$ cat src/rtl/core/lph_pkg.sv
// Package for the looping playhead counter.
// Holds field widths, register indexes, operation codes and reset values.
// No dependencies.
package lph_pkg;

  localparam int FRAME_BITS_DEF = 16;
  localparam int AMOUNT_W       = 18;
  localparam int OUT_FRAME_W    = 16;
  localparam int DUR_W          = 16;
  localparam int OFFSET_W       = 16;
  localparam int CFG_IDX_W      = 2;
  localparam int CFG_DATA_W     = 16;

  localparam logic [DUR_W-1:0] DUR_RESET = DUR_W'(500);

  typedef enum logic [CFG_IDX_W-1:0] {
    REG_DURATION = 2'd0,
    REG_LOOP     = 2'd1,
    REG_SWING    = 2'd2,
    REG_OFFSET   = 2'd3
  } cfg_reg_e;

  typedef enum logic {
    OP_ADVANCE = 1'b0,
    OP_SEEK    = 1'b1
  } op_e;

endpackage

$ cat src/rtl/core/lph_divmod.sv
// Iterative restoring remainder unit, one dividend bit per cycle.
// Used by the looping playhead counter; no package dependencies.
module lph_divmod #(
  parameter int DW = 20,
  parameter int MW = 17
) (
  input  logic          clk_i,
  input  logic          rst_ni,
  input  logic          start_i,
  input  logic [DW-1:0] dividend_i,
  input  logic [MW-1:0] divisor_i,
  output logic          done_o,
  output logic [MW-1:0] rem_o
);

  localparam int CNT_W = (DW > 1) ? $clog2(DW) : 1;

  logic          active_q, active_d;
  logic          done_q, done_d;
  logic [CNT_W-1:0] cnt_q, cnt_d;
  logic [DW-1:0] dvd_q, dvd_d;
  logic [MW-1:0] dsr_q, dsr_d;
  logic [MW-1:0] rem_q, rem_d;
  logic [MW:0]   trial;

  assign trial = {rem_q, dvd_q[DW-1]};

  always_comb begin
    active_d = active_q;
    done_d   = 1'b0;
    cnt_d    = cnt_q;
    dvd_d    = dvd_q;
    dsr_d    = dsr_q;
    rem_d    = rem_q;
    if (start_i) begin
      active_d = 1'b1;
      cnt_d    = CNT_W'(DW - 1);
      dvd_d    = dividend_i;
      dsr_d    = divisor_i;
      rem_d    = '0;
    end else if (active_q) begin
      // subtract when the partial remainder reaches the divisor
      if (trial >= {1'b0, dsr_q}) begin
        rem_d = MW'(trial - {1'b0, dsr_q});
      end else begin
        rem_d = trial[MW-1:0];
      end
      dvd_d = dvd_q << 1;
      if (cnt_q == '0) begin
        active_d = 1'b0;
        done_d   = 1'b1;
      end else begin
        cnt_d = cnt_q - 1'b1;
      end
    end
  end

  always_ff @(posedge clk_i or negedge rst_ni) begin
    if (!rst_ni) begin
      active_q <= 1'b0;
      done_q   <= 1'b0;
      cnt_q    <= '0;
    end else begin
      active_q <= active_d;
      done_q   <= done_d;
      cnt_q    <= cnt_d;
    end
  end

  always_ff @(posedge clk_i) begin
    dvd_q <= dvd_d;
    dsr_q <= dsr_d;
    rem_q <= rem_d;
  end

  assign done_o = done_q;
  assign rem_o  = rem_q;

endmodule

$ cat src/rtl/core/looping_playhead_counter.sv
// Looping playhead counter: top level with sequencer and configuration registers.
// Depends on lph_pkg and lph_divmod.
//
//  channel | signals                                     | direction
//  --------+---------------------------------------------+----------
//  in      | in_valid_i, in_ready_o, operation_i, amount_i | sink
//  out     | out_valid_o, out_ready_i, frame_o, backward_o | source
//  cfg     | cfg_valid_i, cfg_ready_o, cfg_index_i, cfg_data_i | sink
//
// When looping with a non-negative position an item goes through DIV, where
// the bit-serial remainder unit takes one bit of the raw position per cycle,
// then FIN; clamping or negative positions skip DIV. in_ready_o is high
// only in IDLE. A finished result waits in the output register; the next item
// may be taken meanwhile and stalls in FIN until the output is free.
// Reset: duration 500, looping and swing off, offset 0, playhead 0 forward.
module looping_playhead_counter #(
  parameter int FRAME_BITS = lph_pkg::FRAME_BITS_DEF
) (
  input  logic                               clk_i,
  input  logic                               rst_ni,
  input  logic                               in_valid_i,
  output logic                               in_ready_o,
  input  logic                               operation_i,
  input  logic signed [lph_pkg::AMOUNT_W-1:0] amount_i,
  output logic                               out_valid_o,
  input  logic                               out_ready_i,
  output logic [lph_pkg::OUT_FRAME_W-1:0]    frame_o,
  output logic                               backward_o,
  input  logic                               cfg_valid_i,
  output logic                               cfg_ready_o,
  input  logic [lph_pkg::CFG_IDX_W-1:0]      cfg_index_i,
  input  logic [lph_pkg::CFG_DATA_W-1:0]     cfg_data_i
);

  import lph_pkg::*;

  localparam int FB = FRAME_BITS;
  localparam int VW = (FB + 3 > 20) ? FB + 3 : 20;
  localparam int MW = FB + 1;
  localparam int CW = (FB > DUR_W) ? FB : DUR_W;

  typedef enum logic [1:0] {
    S_IDLE,
    S_DIV,
    S_FIN
  } state_e;

  state_e state_q;

  logic [DUR_W-1:0]           dur_q;
  logic                       loop_q, swing_q;
  logic signed [OFFSET_W-1:0] offset_q;

  logic [FB-1:0]        playhead_q;
  logic                 back_q;
  logic signed [VW-1:0] v_q;
  logic [MW-1:0]        divisor_q;

  logic [OUT_FRAME_W-1:0] frame_q;
  logic                   backward_q;
  logic                   out_valid_q;

  // Effective duration, swing half period and divisors
  logic [CW-1:0] dur_w;
  logic [FB-1:0] dur_eff, d_sw;
  logic [MW-1:0] period, mod_plain;

  assign dur_w     = CW'(dur_q);
  assign dur_eff   = (dur_w > CW'({FB{1'b1}})) ? {FB{1'b1}} : dur_w[FB-1:0];
  assign d_sw      = (dur_eff == '0) ? FB'(1) : dur_eff;
  assign period    = {d_sw, 1'b0};
  assign mod_plain = MW'({1'b0, dur_eff}) + MW'(1);

  // Raw position on accept
  logic signed [VW-1:0] phase, v_new;
  logic                 swing_on, in_xfer;

  assign swing_on = loop_q && swing_q;
  assign in_xfer  = in_valid_i && in_ready_o;

  always_comb begin
    if (back_q) begin
      phase = $signed(VW'({1'b0, period})) - $signed(VW'({1'b0, playhead_q}));
    end else begin
      phase = $signed(VW'({1'b0, playhead_q}));
    end
    if (op_e'(operation_i) == OP_SEEK) begin
      v_new = VW'(amount_i) - VW'(offset_q);
    end else if (swing_on) begin
      v_new = phase + VW'(amount_i);
    end else begin
      v_new = $signed(VW'({1'b0, playhead_q})) + VW'(amount_i);
    end
  end

  // Remainder unit
  logic          div_start, div_done;
  logic [MW-1:0] rem;

  assign div_start = in_xfer && loop_q && !v_new[VW-1];

  lph_divmod #(
    .DW(VW - 1),
    .MW(MW)
  ) u_divmod (
    .clk_i     (clk_i),
    .rst_ni    (rst_ni),
    .start_i   (div_start),
    .dividend_i(v_new[VW-2:0]),
    .divisor_i (divisor_q),
    .done_o    (div_done),
    .rem_o     (rem)
  );

  assign divisor_q = swing_q ? period : mod_plain;

  // Resolve the position into a frame and direction
  logic [FB-1:0] f_res;
  logic          b_res;

  always_comb begin
    f_res = '0;
    b_res = 1'b0;
    if (v_q[VW-1]) begin
      f_res = '0;
    end else if (!loop_q) begin
      if (v_q > $signed(VW'({1'b0, dur_eff}))) begin
        f_res = dur_eff;
      end else begin
        f_res = v_q[FB-1:0];
      end
    end else if (!swing_q) begin
      f_res = rem[FB-1:0];
    end else if (rem == '0) begin
      f_res = '0;
    end else if (rem == {1'b0, d_sw}) begin
      f_res = d_sw;
      b_res = 1'b1;
    end else if (rem < {1'b0, d_sw}) begin
      f_res = rem[FB-1:0];
    end else begin
      f_res = FB'(period - rem);
      b_res = 1'b1;
    end
  end

  logic out_free, fin_fire;
  assign out_free = !out_valid_q || out_ready_i;
  assign fin_fire = (state_q == S_FIN) && out_free;

  // Configuration writes
  always_ff @(posedge clk_i or negedge rst_ni) begin
    if (!rst_ni) begin
      dur_q    <= DUR_RESET;
      loop_q   <= 1'b0;
      swing_q  <= 1'b0;
      offset_q <= '0;
    end else if (cfg_valid_i) begin
      case (cfg_reg_e'(cfg_index_i))
        REG_DURATION: dur_q    <= cfg_data_i[DUR_W-1:0];
        REG_LOOP:     loop_q   <= cfg_data_i[0];
        REG_SWING:    swing_q  <= cfg_data_i[0];
        REG_OFFSET:   offset_q <= $signed(cfg_data_i[OFFSET_W-1:0]);
        default:      ;
      endcase
    end
  end

  // Sequencer, playhead state and output register
  always_ff @(posedge clk_i or negedge rst_ni) begin
    if (!rst_ni) begin
      state_q     <= S_IDLE;
      playhead_q  <= '0;
      back_q      <= 1'b0;
      out_valid_q <= 1'b0;
      frame_q     <= '0;
      backward_q  <= 1'b0;
    end else begin
      // load a new result, or drop the old one once it is taken
      if (fin_fire) begin
        out_valid_q <= 1'b1;
      end else if (out_ready_i) begin
        out_valid_q <= 1'b0;
      end
      case (state_q)
        S_IDLE: begin
          if (in_xfer) begin
            state_q <= div_start ? S_DIV : S_FIN;
          end
        end
        S_DIV: begin
          if (div_done) begin
            state_q <= S_FIN;
          end
        end
        S_FIN: begin
          // hold until the output register is free
          if (out_free) begin
            playhead_q <= f_res;
            back_q     <= b_res;
            frame_q    <= OUT_FRAME_W'(f_res);
            backward_q <= b_res;
            state_q    <= S_IDLE;
          end
        end
        default: state_q <= S_IDLE;
      endcase
    end
  end

  always_ff @(posedge clk_i) begin
    if (in_xfer) begin
      v_q <= v_new;
    end
  end

  assign in_ready_o  = (state_q == S_IDLE);
  assign out_valid_o = out_valid_q;
  assign frame_o     = frame_q;
  assign backward_o  = backward_q;
  assign cfg_ready_o = 1'b1;

endmodule

$ cat config.mk
export PLATFORM = sky130hd
export DESIGN_NAME = looping_playhead_counter
export DESIGN_NICKNAME = d
export VERILOG_FILES = /design/src/rtl/core/lph_pkg.sv /design/src/rtl/core/lph_divmod.sv /design/src/rtl/core/looping_playhead_counter.sv
export SDC_FILE = /design/constraint.sdc
export NUM_CORES = 1
export LEC_CHECK = 0
export BUFFER_PORTS_ARGS = -buffer_cell sky130_fd_sc_hd__buf_2
export CAP_MARGIN = 20
export CORE_MARGIN = 5
export CORE_UTILIZATION = 57
export DETAILED_ROUTE_END_ITERATION = 8
export GPL_ROUTABILITY_DRIVEN = 0
export PLACE_DENSITY = 0.75
export SLEW_MARGIN = 25
export SYNTH_ARGS = -nofsm -noshare
export SYNTH_HDL_FRONTEND = slang
export SYNTH_HIERARCHICAL = 1
export SYNTH_SLANG_ARGS = --single-unit
$ cat constraint.sdc
create_clock -name clk_i -period 6.68 [get_ports clk_i]
set_input_delay 0.668 -clock clk_i [delete_from_list [all_inputs] [get_ports clk_i]]
set_output_delay 0.668 -clock clk_i [all_outputs]
set_load 0.005 [all_outputs]
# ---- After elaboration in Yosys (flattened, before gate mapping)
# Cells that the tools add are included.
dict set report totals {
  register_bits 134
  output_inout_bits 20
  elab_cells 98
}
dict set report op_classes {
  n_addsub 8
  n_lt_le_gt_ge 4
  eq_ne 10
  mux 38
  n_reduce_logical 22
}
# operator count
set ops {}
lappend ops {{two-way mux 16 bit} 9}
lappend ops {{two-way mux 20 bit} 3}
lappend ops {{two-way mux 19 bit} 2}
lappend ops {{two-way mux 17 bit} 2}
lappend ops {{adder 20 x 18 -> 20 bit} 1}
lappend ops {{> comparator 20 x 17 -> 1 bit} 1}
lappend ops {{adder 17 x 18 -> 19 bit} 1}
lappend ops {{subtractor 18 x 16 -> 19 bit} 1}
lappend ops {{greater-or-equal comparator 18 x 17 -> 1 bit} 1}
lappend ops {{subtractor 17 x 16 -> 18 bit} 1}
lappend ops {{adder 16 x 1 -> 17 bit, second input constant} 1}
lappend ops {{== test 17 x 16 -> 1 bit} 1}
lappend ops {{logical NOT 17 bit} 1}
lappend ops {{< comparator 17 x 16 -> 1 bit} 1}
lappend ops {{subtractor 17 bit} 1}
lappend ops {{> comparator 16 bit, second input constant} 1}
lappend ops {{logical NOT 16 bit} 1}
lappend ops {{subtractor 16 bit} 1}
lappend ops {{two-way mux 5 bit} 3}
lappend ops {{two-way mux 1 bit} 14}
lappend ops {{AND reduction 2 bit} 6}
lappend ops {{two-way mux 2 bit} 4}
lappend ops {{== test 2 bit, second input constant} 3}
lappend ops {{case mux 2 bit (3 select lines)} 1}
lappend ops {{11 further kinds} 21}

# ---- Depth between registers and ports, before layout
dict set report depth {
  ltp_word 14
  ltp_mapped 32
  depth_no_buf 31
}

# ---- Cells and area by module
# Netlist, hierarchy kept.
# mod instances cells_each area_each_um2
set modules_own_cells {}
lappend modules_own_cells {looping_playhead_counter 1 1138 9026.2}
lappend modules_own_cells {lph_divmod 1 314 3314.4}

# ---- Worst setup path before layout
# No wires, ideal clock.
dict set report synth_path {
  path_kind {register to register}
  from {register dur_q[0]}
  to {register u_divmod.cnt_q[4]}
  setup_ns 0.122
  t_arrival_ns 6.498
  t_required_ns 6.558
  slack_ns 0.060
  path_stages_with_launch 32
  path_buffers 1
  period_less_slack_ns 6.620
  cell_sequence {dfrtp_1 > inv_1 > ha_1 > nor4b_2 > a41oi_1 > fa_1 > nand3b_1 > o21ai_0 > mux2_2 > or2_2 > maj3_1 > a21oi_1 > xnor2_1 > nand2_1 > xnor2_1 > ha_1 > o21a_1 > o21ai_0 > nand2b_1 > a311oi_1 > nor3_1 > nor3_1 > o21ai_0 > nor3_1 > and4b_1 > clkbuf_1 > nor2_1 > a21oi_1 > nand2_1 > or3_1 > xor2_1 > nand2_1}
}
dict set report synth_between {
  elab_chain_cells 13
  elab_cells_between_ends 15
  classes_between {add/sub (2); order compare (1); eq/ne (1); mux (6); reduce/logical (5)}
}
# item line_no
set synth_lines {}
lappend synth_lines {{start: declaration} looping_playhead_counter.sv:50} ;# logic [DUR_W-1:0] dur_q;
lappend synth_lines {{start signal: assignment} looping_playhead_counter.sv:160} ;# REG_DURATION: dur_q <= cfg_data_i[DUR_W-1:0];
lappend synth_lines {{> comparator 16 bit} looping_playhead_counter.sv:69} ;# assign dur_eff = (dur_w > CW'({FB{1'b1}})) ? {FB{1'b1}} : dur_w[FB-1:0];
lappend synth_lines {{two-way mux 16 bit (*)} looping_playhead_counter.sv:69}
lappend synth_lines {{logical NOT 16 bit} looping_playhead_counter.sv:70} ;# assign d_sw = (dur_eff == '0) ? FB'(1) : dur_eff;
lappend synth_lines {{two-way mux 16 bit (*)} looping_playhead_counter.sv:70}
lappend synth_lines {{subtractor 17 x 16 -> 18 bit (*)} looping_playhead_counter.sv:83} ;# phase = $signed(VW'({1'b0, period})) - $signed(VW'({1'b0, playhead_q}));
lappend synth_lines {{two-way mux 20 bit (*)} looping_playhead_counter.sv:82} ;# if (back_q) begin
lappend synth_lines {{adder 20 x 18 -> 20 bit (*)} looping_playhead_counter.sv:90} ;# v_new = phase + VW'(amount_i);
lappend synth_lines {{two-way mux 20 bit (*)} looping_playhead_counter.sv:89} ;# end else if (swing_on) begin
lappend synth_lines {{two-way mux 20 bit (*)} looping_playhead_counter.sv:87} ;# if (op_e'(operation_i) == OP_SEEK) begin
lappend synth_lines {{logical NOT 1 bit (*)} looping_playhead_counter.sv:100} ;# assign div_start = in_xfer && loop_q && !v_new[VW-1];
lappend synth_lines {{logical AND 1 bit (*)} looping_playhead_counter.sv:100}
lappend synth_lines {{net div_start} looping_playhead_counter.sv:97} ;# logic div_start, div_done;
lappend synth_lines {{inequality test 2 bit (no source line) / nonzero test 2 bit (equally long branches)} n/a}
lappend synth_lines {{AND reduction 2 bit (no source line)} n/a}
lappend synth_lines {{end signal: assignment} lph_divmod.sv:66} ;# cnt_q <= cnt_d;
lappend synth_lines {{end: declaration} lph_divmod.sv:20} ;# logic [CNT_W-1:0] cnt_q, cnt_d;
# The timed path passes the listed nets; every way through them passes the cells marked *.
# A chain may end at the register's enable or synchronous reset.

# ---- Worst setup path after layout
dict set report layout_path {
  from {register dur_q[0]}
  to {register u_divmod.dvd_q[2] (enable)}
}
dict set report layout_between {
  elab_chain_cells 12
}
# item line_no
set layout_lines {}
lappend layout_lines {{> comparator 16 bit} looping_playhead_counter.sv:69}
lappend layout_lines {{two-way mux 16 bit (*)} looping_playhead_counter.sv:69}
lappend layout_lines {{logical NOT 16 bit} looping_playhead_counter.sv:70}
lappend layout_lines {{two-way mux 16 bit (*)} looping_playhead_counter.sv:70}
lappend layout_lines {{subtractor 17 x 16 -> 18 bit (*)} looping_playhead_counter.sv:83}
lappend layout_lines {{two-way mux 20 bit (*)} looping_playhead_counter.sv:82}
lappend layout_lines {{adder 20 x 18 -> 20 bit (*)} looping_playhead_counter.sv:90}
lappend layout_lines {{two-way mux 20 bit (*)} looping_playhead_counter.sv:89}
lappend layout_lines {{two-way mux 20 bit (*)} looping_playhead_counter.sv:87}
lappend layout_lines {{logical NOT 1 bit (*)} looping_playhead_counter.sv:100}
lappend layout_lines {{logical AND 1 bit (*)} looping_playhead_counter.sv:100}
lappend layout_lines {{net div_start} looping_playhead_counter.sv:97}
lappend layout_lines {{nonzero test 2 bit (no source line) (*)} n/a}
lappend layout_lines {{end signal: assignment} lph_divmod.sv:71} ;# dvd_q <= dvd_d;
lappend layout_lines {{end: declaration} lph_divmod.sv:21} ;# logic [DW-1:0] dvd_q, dvd_d;
# Marks and branches as above.

==> summary.md <==
| Metric | Value |
|---|---|
| # IOs | 62 |
| Critical path type | flop to flop |
| Synthesized area per cell | about 8.5 um^2 |
| Area taken by flip-flops and latches | about 3600 um^2 |
| R2R cell count | 28 |
| Ys flop type | edfxtp_1 |
| Largest clock skew in the final design | ~0.016 ns |
| Post-synthesis instance area | around 12000 um^2 |
| Via density | approximately 6.4 |
| Area of the die | 24700 um^2 |
| Fraction of synthesis flops using an asynchronous set or reset pin | between 40 and 50% |
| Number of library cell types mapped by synthesis | between 90 and 100 |
| Fill cell instance count of the final layout | 1811 |
| Synth area leader | edfxtp_1 |
| Layer with the highest usage after global routing | met2 |
| TritonCTS clock tree | done |
| #FFs+latches synth | 134 |
| Wire length of the first global-routing pass | between 50000 and 60000 um |
| Root Driver | clkbuf_16 |
| Worst slew pin tran | ~1.1 ns |
| Relative area change from synthesis to final layout | 9.92% |
| Power Dens Cells | 476 nW/um^2 |
| Critical path launch point type | flop |
| Grt ovf | 0 |
| Clock slew at the register clock pins of the worst setup and hold paths | 0.06 ns |
| Pre-antenna DRT Iters | 6 |
| Shortest period the worst path allows | around 6.3 ns |
| Grt met1 use | 37.2% |
| Area of the multi-input gates | just over 8000 um^2 |
| Vias | roughly 11000 |
| Outcome | finished clean |
| Fin. max-slew vios | 0 |
| Cell with the biggest individual delay on the critical path | inv_1 |
| Peak fanout along the critical path | 19 |
| Yosys Warn Count | 6 |
| Max clock buf depth | 2 |
| Count of maximum capacitance violations | 0 |
| Share of synthesized area occupied by flip-flops and latches | between 20 and 30% |
| Most frequent cells after synthesis | ha_1 (126), inv_1 (125), nand2_1 (116) |
| GRT met3 Usage | approximately 5.4% |
| Final worst-path cycle share | 93.6% |
| Number of nets in the finished design | between 1500 and 2000 |
| Floorplan die height | 157 um |
| Number of DRC markers after the initial detailed-route iteration | 1134 |
| Setup total negative slack | 0 ns |
| Leading cell type by number of instances after synthesis | ha_1 |
| Number of sinks handled by clock tree synthesis | 134 |
| Post-detail-place hpwl | approximately 27000 um |
| Number of nets produced by synthesis | about 1600 |
| Share of the synthesized area in the top cell type | approximately 14% |
| Final hold vios | 0 |
| Effective utilization at floorplan | about 60% |
| Global Route met2 Usage | roughly half |
| Placed Area | 12900 um^2 |
| Proportion of layout cells with a drive suffix above 1 | about an eighth |
| Post-Synthesis Cells | around 1500 |
| Number of I/O port buffers | 60 |
| Largest cells by area after synthesis | edfxtp_1 (14%), ha_1 (13%), dfrtp_1 (11%) |
| DRC errors left | 0 |
| Kind of path behind the tightest hold check | input pin to async pin |
| Worst slew margin | between 20% and 30% |
| Row Count | 53 |
| Number of flops mapped to enable cells by yosys | 56 |
| Maximum clock frequency | ~160 MHz |
| Worst setup EP type | flop |
| Crit path largest cell delay | ~0.44 ns |
| Diodes inserted | 0 |
| Post-route ant nets | 0 |
| Number of H-tree levels | 4 |
| Floorplan Core Area | approximately 21000 um^2 |
| Critical Path Stages | 28 |
| Highest ir drop seen on vdd | roughly 0.00027 V |
| Leakage component of the power | roughly 0.0059 uW |
| Average detailed-routed wire length per instance | between 15 and 20 um |
| Crit-path leading delay family | simple AND/OR/NAND/NOR gates |
| Total length of routed wires | between 30000 and 40000 um |
| Pin count of the biggest net entering global routing | 62 |
| Die width | about 160 um |
| Final count of negative-setup-slack endpoints | 0 |
| Via count of the first global-routing pass | 11000 |
| Worst EP required | 6.72 ns |
| Unrepaired setup endpoints after global routing | false |
| Crit path arrival time | 6.29 ns |
| Buffers & Inverters on Critical Path | 4 |
| Clock latency on the worst-skew pair | between 0.4 and 0.5 ns |
| All-layer global routing usage | between 20% and 30% |
| Post-layout instance area | between 10000 and 15000 um^2 |
| TritonCTS buffer count | 17 |
| Antenna violations before repair | 0 |
-- state kept, by name, indices dropped and copies added, names as in the netlist, 2 cells and up --
signal / cells
v_q: 20
u_divmod/dvd_q: 19
u_divmod/dsr_q: 17
u_divmod/rem_o: 17
dur_q: 16
frame_o: 16
offset_q: 16
u_divmod/cnt_q: 5
state_q: 2
-- cells in the final DEF (no fill, tap or decap), types with 38 or more instances in the layout --
master    instances
buf_2            60
o21ai_0          94
xnor2_1          49
ha_1            126
edfxtp_1         56
dfrtp_1          55
mux2_2           38
inv_1           125
nor2_1          106
a21oi_1         113
nand2_1         116
-- repair_timing --
| item | 4_1_cts | 5_1_grt |
|---|---|---|
| hold buffers | 0 | 0 |
| resized for setup | 0 | 9 |
| buffers inserted | 0 | 1 |
| setup endpoints to repair | 0 | 29 |
-- path summary, 6_finish.rpt --
check	start	end	slack [ns]
worst min-delay path	rst_ni	offset_q[2]	0.42
max in group asynchronous	rst_ni	state_q[1]	5.67
worst max-delay path	dur_q[0]	u_divmod/dvd_q[2]	0.43
worst min register to register	offset_q[8]	offset_q[8]	0.51
worst max register to register	dur_q[0]	u_divmod/dvd_q[2]	0.43
min in group clk_i	cfg_data_i[13]	dur_q[13]	0.47
-- kinds of logic after synthesis --
logic type               synth area share [%]
AO/OA/AOI/OAI                            24.2
AND/OR/NAND/NOR                          16.0
buffers and inverters                    6.25
adder cells (fa/ha/maj)                  14.1
flip-flops                               28.8
XOR/XNOR                                 5.82
multiplexers                             4.86
other                                  0.0304
-- stage by stage --
step	power [uW]	setup WS, ns	cells	hold slack, ns	utilization (%)
2_1_floorplan	4430	0.0603	1452	0.372	-
3_3_place_gp	5300	0.306	1750	0.489	61.2
3_5_place_dp	5400	0.186	1750	0.494	61.2
4_1_cts	6370	0.159	1782	0.457	63.9
5_1_grt	6960	0.000954	1783	0.496	64.1
6_report	6460	0.427	1783	0.424	64.1
-- report_power, final --
group          switching, uW  internal, uW
Sequential               378          1220
Combinational           2260          1670
Clock                    382           548
-- metal layers --
metal  part of all wire, %  up-vias
li1                      -     5418
met1                    42     5441
met2                    47      410
met3                   7.0       94
met4                   3.6        0
met5                     0        -
-- layout make-up --
cell class | instances | share of cell area (%)
well taps | 275 | 2.54
clock inverters | 12 | 0.959
flip-flops and latches | 134 | 26.2
clock buffers | 20 | 3.22
multi-input cells | 1122 | 59.5
repair buffers | 94 | 4.12
inverters | 126 | 3.49
No activity file was read; power rests on OpenSTA's default activity.
